--- config.mk ---
export PLATFORM = sky130hd
export DESIGN_NAME = tbah_div
export DESIGN_NICKNAME = d
export VERILOG_FILES = /design/src/rtl/core/tbah_pkg.sv /design/src/rtl/core/tbah_div.sv
export SDC_FILE = /design/constraint.sdc
export NUM_CORES = 1
export LEC_CHECK = 0
export ABC_CLOCK_PERIOD_IN_PS = 2900
export BUFFER_PORTS_ARGS = -buffer_cell sky130_fd_sc_hd__clkbuf_2
export CORE_MARGIN = 3
export CORE_UTILIZATION = 50
export CTS_CLUSTER_DIAMETER = 150
export DETAILED_ROUTE_END_ITERATION = 8
export GPL_TIMING_DRIVEN = 0
export MAX_ROUTING_LAYER = met4
export PLACE_DENSITY_LB_ADDON = 0.15
export SYNTH_ARGS = -nofsm -noshare
export SYNTH_HDL_FRONTEND = slang
export SYNTH_SLANG_ARGS = --single-unit
--- constraint.sdc ---
create_clock -name clk -period 2.9 [get_ports clk]
set_input_delay 0.58 -clock clk [delete_from_list [all_inputs] [get_ports clk]]
set_output_delay 0.58 -clock clk [all_outputs]
set_load 0.1 [all_outputs]
--- src/rtl/core/tbah_pkg.sv ---
// tbah_pkg: shared types and constants of the tiered bucket average history
// depends on nothing; used by the divider, the ring and the top level
package tbah_pkg;

  typedef enum logic [1:0] {
    OP_PUSH   = 2'd0,
    OP_QUERY  = 2'd1,
    OP_LATEST = 2'd2,
    OP_COUNT  = 2'd3
  } op_t;

  typedef enum logic [1:0] {
    REG_FINE_IV   = 2'd0,
    REG_COARSE_IV = 2'd1,
    REG_FINE_WIN  = 2'd2,
    REG_NONE      = 2'd3
  } reg_idx_t;

  localparam int unsigned DivW = 33;  // sum plus half count
  localparam logic [15:0] CountMax = 16'hFFFF;
  localparam logic [6:0]  MaxOut   = 7'd64;

  // ring entry: bucket end time and rounded averages
  typedef struct packed {
    logic [31:0] time_s;
    logic [15:0] solar;
    logic [15:0] battery;
    logic [15:0] speed;
  } entry_t;

  // one result transaction without the last flag
  typedef struct packed {
    logic [31:0] time_s;
    logic [15:0] speed;
    logic [15:0] battery;
    logic [15:0] solar;
    logic        found;
    logic [11:0] total;
  } res_t;

  typedef struct packed {
    logic            start;
    logic [DivW-1:0] dividend;
    logic [15:0]     divisor;
  } div_req_t;

  typedef struct packed {
    logic            done;
    logic [DivW-1:0] quotient;
    logic [15:0]     remainder;
  } div_rsp_t;

endpackage

--- src/rtl/core/tbah_div.sv ---
// tbah_div: restoring divider, one quotient bit per cycle
// depends on tbah_pkg
module tbah_div (
  input  logic              clk,
  input  logic              rst_n,
  input  tbah_pkg::div_req_t req,
  output tbah_pkg::div_rsp_t rsp
);
  localparam int unsigned CW = $clog2(tbah_pkg::DivW + 1);

  logic                      busy_r, busy_nxt;
  logic                      done_r, done_nxt;
  logic [CW-1:0]             cnt_r, cnt_nxt;
  logic [tbah_pkg::DivW-1:0] quo_r, quo_nxt;
  logic [15:0]               rem_r, rem_nxt;
  logic [15:0]               dvs_r, dvs_nxt;
  logic [16:0]               trial;

  always_comb begin
    busy_nxt = busy_r;
    done_nxt = 1'b0;
    cnt_nxt  = cnt_r;
    quo_nxt  = quo_r;
    rem_nxt  = rem_r;
    dvs_nxt  = dvs_r;
    trial    = {rem_r, quo_r[tbah_pkg::DivW-1]};
    if (req.start) begin
      busy_nxt = 1'b1;
      cnt_nxt  = CW'(tbah_pkg::DivW);
      quo_nxt  = req.dividend;
      rem_nxt  = '0;
      dvs_nxt  = req.divisor;
    end else if (busy_r) begin
      // shift in the next dividend bit, subtract when it fits
      if (trial >= {1'b0, dvs_r}) begin
        rem_nxt = 16'(trial - {1'b0, dvs_r});
        quo_nxt = {quo_r[tbah_pkg::DivW-2:0], 1'b1};
      end else begin
        rem_nxt = trial[15:0];
        quo_nxt = {quo_r[tbah_pkg::DivW-2:0], 1'b0};
      end
      cnt_nxt = cnt_r - 1'b1;
      if (cnt_r == CW'(1)) begin
        busy_nxt = 1'b0;
        done_nxt = 1'b1;
      end
    end
  end

  always_ff @(posedge clk) begin
    if (!rst_n) begin
      busy_r <= 1'b0;
      done_r <= 1'b0;
      cnt_r  <= '0;
    end else begin
      busy_r <= busy_nxt;
      done_r <= done_nxt;
      cnt_r  <= cnt_nxt;
    end
    quo_r <= quo_nxt;
    rem_r <= rem_nxt;
    dvs_r <= dvs_nxt;
  end

  assign rsp.done      = done_r;
  assign rsp.quotient  = quo_r;
  assign rsp.remainder = rem_r;
endmodule

==> results.cfg <==
[cts]
clock_latency_ns = 0.36
clk_pin_slew_ns = 0.09
clkSinkCount = 73
postCtsHoldBufs = 0
cts-root-buf = clkbuf_8
cts_made_buffers = 9
h-tree-depth = 3
tritoncts = built
max-clock-path-buffers = 2

[drt]
final_antenna_net_count = 0
drt_wl_total_um = 8990
top_layer = met4
wl_per_cell_um = 16.4
routed_via_density = 5.36
vias = 2938
dr_wl_met2_um = 4190
drt-pass1-iter-count = 6
initialDrtViolationCount = 115
wl_met3_um = 566
drc_errors = 0
drt-met1-wl_um = 4100

[sta]
rsz0062_at_grt = no
relSlewSlack = 0.609
post-route-period-util = 0.907
max_slew.worst_pin.slew_ns = 0.587
fin_ws_ns = 0.269
fmax_ghz = 0.380
finalHoldViolCount = 0
setup_violations = 0
fin_skew_ns = 0.00974
period_needed_ns = 2.63
drv_slew = 0

[grt]
grt_pass1_wl_um = 14700
first_global_vias = 2995
grt_util_all_layers = 0.224
grt_overflow = 0
antenna_found_initial = 0
grt_max_degree = 18

[synth]
ys_types = 51
synth_xor_area_frac = 0.0413
synthAdderAreaFrac = 0.0642
synth_compound_area_frac = 0.122
synth_edf_count = 49
yosys.area_share.simple = 0.103
synth_mux_area_frac = 0.120
yosysWarnings = 0
async_flop_share = 0
synth_top_family_by_area = compound AO/OA/AOI/OAI gates
syn_nets = 402
synth.avg_cell_area_sq_um = 11.5
synth_cells = 331
synth_area_sq_um = 3820
seq_area_frac_synth = 0.511
ys_ff_latch = 73
synth_ff_type = edfxtp_1

[power_and_ir_drop]
finalPower_mw = 3.26
p_leak_nw = 2.01
power.density_nw_per_um2 = 691
ir_drop_v = 0.000423

[layout]
design_area_sq_um = 4710
fin_nets = 515
instances_no_fill = 548
syn_to_final_growth_pct = 23.3
fin_util = 0.643
drive_above_1_share = 0.381
diodes = 0

[floorplanning]
die_h_um = 93.4
coreArea_sq_um = 7330
dieArea_sq_um = 8720
ioPinCount = 102
die_w_um = 93.4
initial_core_util = 0.521
rows = 31

[setup_path]
slowest_stage = a2111oi_0
critical_path_required_ns = 3.16
critPathMaxFanout = 3
cp-end-kind = register
critPathKind = register to register
crit_family = compound AO/OA/AOI/OAI gates
critPathLaunchType = register
cpPeakStageDelay_ns = 0.49
path_cells = inv_1 > ha_1 > fa_1 > nor2b_1 > o31a_1 > a2111oi_0 > o21bai_1 > xnor2_1 > and3_1 > nor4_1
crit_buf_inv = 1
worstPathArrival_ns = 2.89

[job]
drv_cap = 0

[min_path]
hp-class = input pin to register

[placed_design]
dp_cells = 531
placed_cell_area_sq_um = 4450
pre_cts_slack_ns = -0.544
portBuffers = 101
place_congestion = 0.866
hpwlAfterDp_um = 6470

[status]
status = completed
cells in the final DEF, fill, tap and decap left out, types with 3 or more instances in the layout:
cell type  synthesis  layout
dfxtp_1           24      21
mux2_2            33      33
nand2_1           19      19
clkbuf_8           0       9
a31oi_1            4       4
a21o_1             4       4
edfxtp_1          49      49
nand3_1            7       7
ha_1              18      18
nor3_1             6       6
inv_1             23      22
o21ai_0            8       8
clkbuf_1           7       8
nand2b_1           4       4
and3_1             3       3
nor2_1            24      23
xor2_1             7       7
xnor2_1           11      11
a211oi_1           7       7
clkbuf_2           0     101
o21a_1             5       5
o211ai_1           3       3
mux2i_1            7       7
nor2b_1            3       3
nor4_1             5       5
a211oi_2           3       3
a21oi_1           13      13
bufinv_16          0       3
dfxtp_2            0       3
area by class of cell:
| cell class | count | area (sq um) |
|---|---|---|
| buffer | 13 | 62.6 |
| inverter | 23 | 90.1 |
| multi-input combinational | 222 | 1720 |
| timing repair buffer | 101 | 505 |
| timing repair inverter | 1 | 7.51 |
| sequential | 73 | 1960 |
| clock buffer | 10 | 128 |
| fill | 619 | 2620 |
| clock inverter | 6 | 116 |
| tap | 99 | 124 |
synthesized netlist by cell type (all sizes together) (4+ instances only):
cell    count  area, sq um
xor2        7         61.3
nand2b      4         25.0
inv        23         86.3
mux2       34          387
xnor2      11         96.3
ha         18          225
a21o        4         30.0
a21oi      14         73.8
buf         6         36.3
o21a        5         37.5
nand2      21         83.8
mux2i       7         70.1
nor4        6         43.8
clkbuf      7         26.3
nand3       7         35.0
o21ai      10         50.1
nor3        6         30.0
nor2       24         90.1
edfxtp     49         1470
a211oi     10         90.1
dfxtp      24          480
a31oi       4         25.0
stage by stage:
stage / hold slack, ns / setup TNS, ns
floorplan: 0.469 / 0
CTS: 0.374 / 0
global placement: 0.483 / -17.32
global route: 0.379 / 0
finish: 0.393 / 0
detailed placement: 0.491 / -17.90
layer usage:
| metal | up-vias | global-route usage |
|---|---|---|
| li1 | 1438 | - |
| met1 | 1378 | 0.289 |
| met2 | 109 | 0.344 |
| met3 | 13 | 0.0531 |
| met4 | 0 | 0.0830 |
| met5 | - | - |
flip-flops by register name, indices dropped and copies added (netlist names):
register	flops
quo_r	33
dvs_r	16
rem_r	16
cnt_r	6
busy_r	1
done_r	1
worst paths after layout:
check / to / from / cells past startpoint / slack, ns
worst max-delay path: rem_r[8]$_SDFFE_PP0P_ / quo_r[32]$_DFFE_PP_ / 10 / 0.27
worst min-delay path: dvs_r[15]$_DFFE_PP_ / req[15] / 1 / 0.39
worst max register to register: rem_r[8]$_SDFFE_PP0P_ / quo_r[32]$_DFFE_PP_ / 10 / 0.27
worst min register to register: rem_r[13]$_SDFFE_PP0P_ / rem_r[13]$_SDFFE_PP0P_ / 2 / 0.51
cells by family after synthesis:
kind of cell,count (synthesis)
muxes,41
buffers and inverters,36
and+or+nand+nor,80
AOI/OAI and AO/OA,64
adders and majority gates,19
DFF,73
xor gates and xnor gates,18
report_power, final:
part	leakage, nW	switching, mW	internal [mW]
clock	0.121	0.419	0.578
combinational	1.20	0.740	0.246
sequential	0.687	0.0548	1.22
total	2.01	1.21	2.04
what timing repair did:
action | in CTS | in global routing
gates resized for setup | 2 | 1
endpoints found under the hold margin | 0 | 0
buffers inserted | 0 | 0
endpoints found under the setup margin | 33 | 33
gates cloned | 1 | 0
No activity file was read; power rests on OpenSTA's default activity.
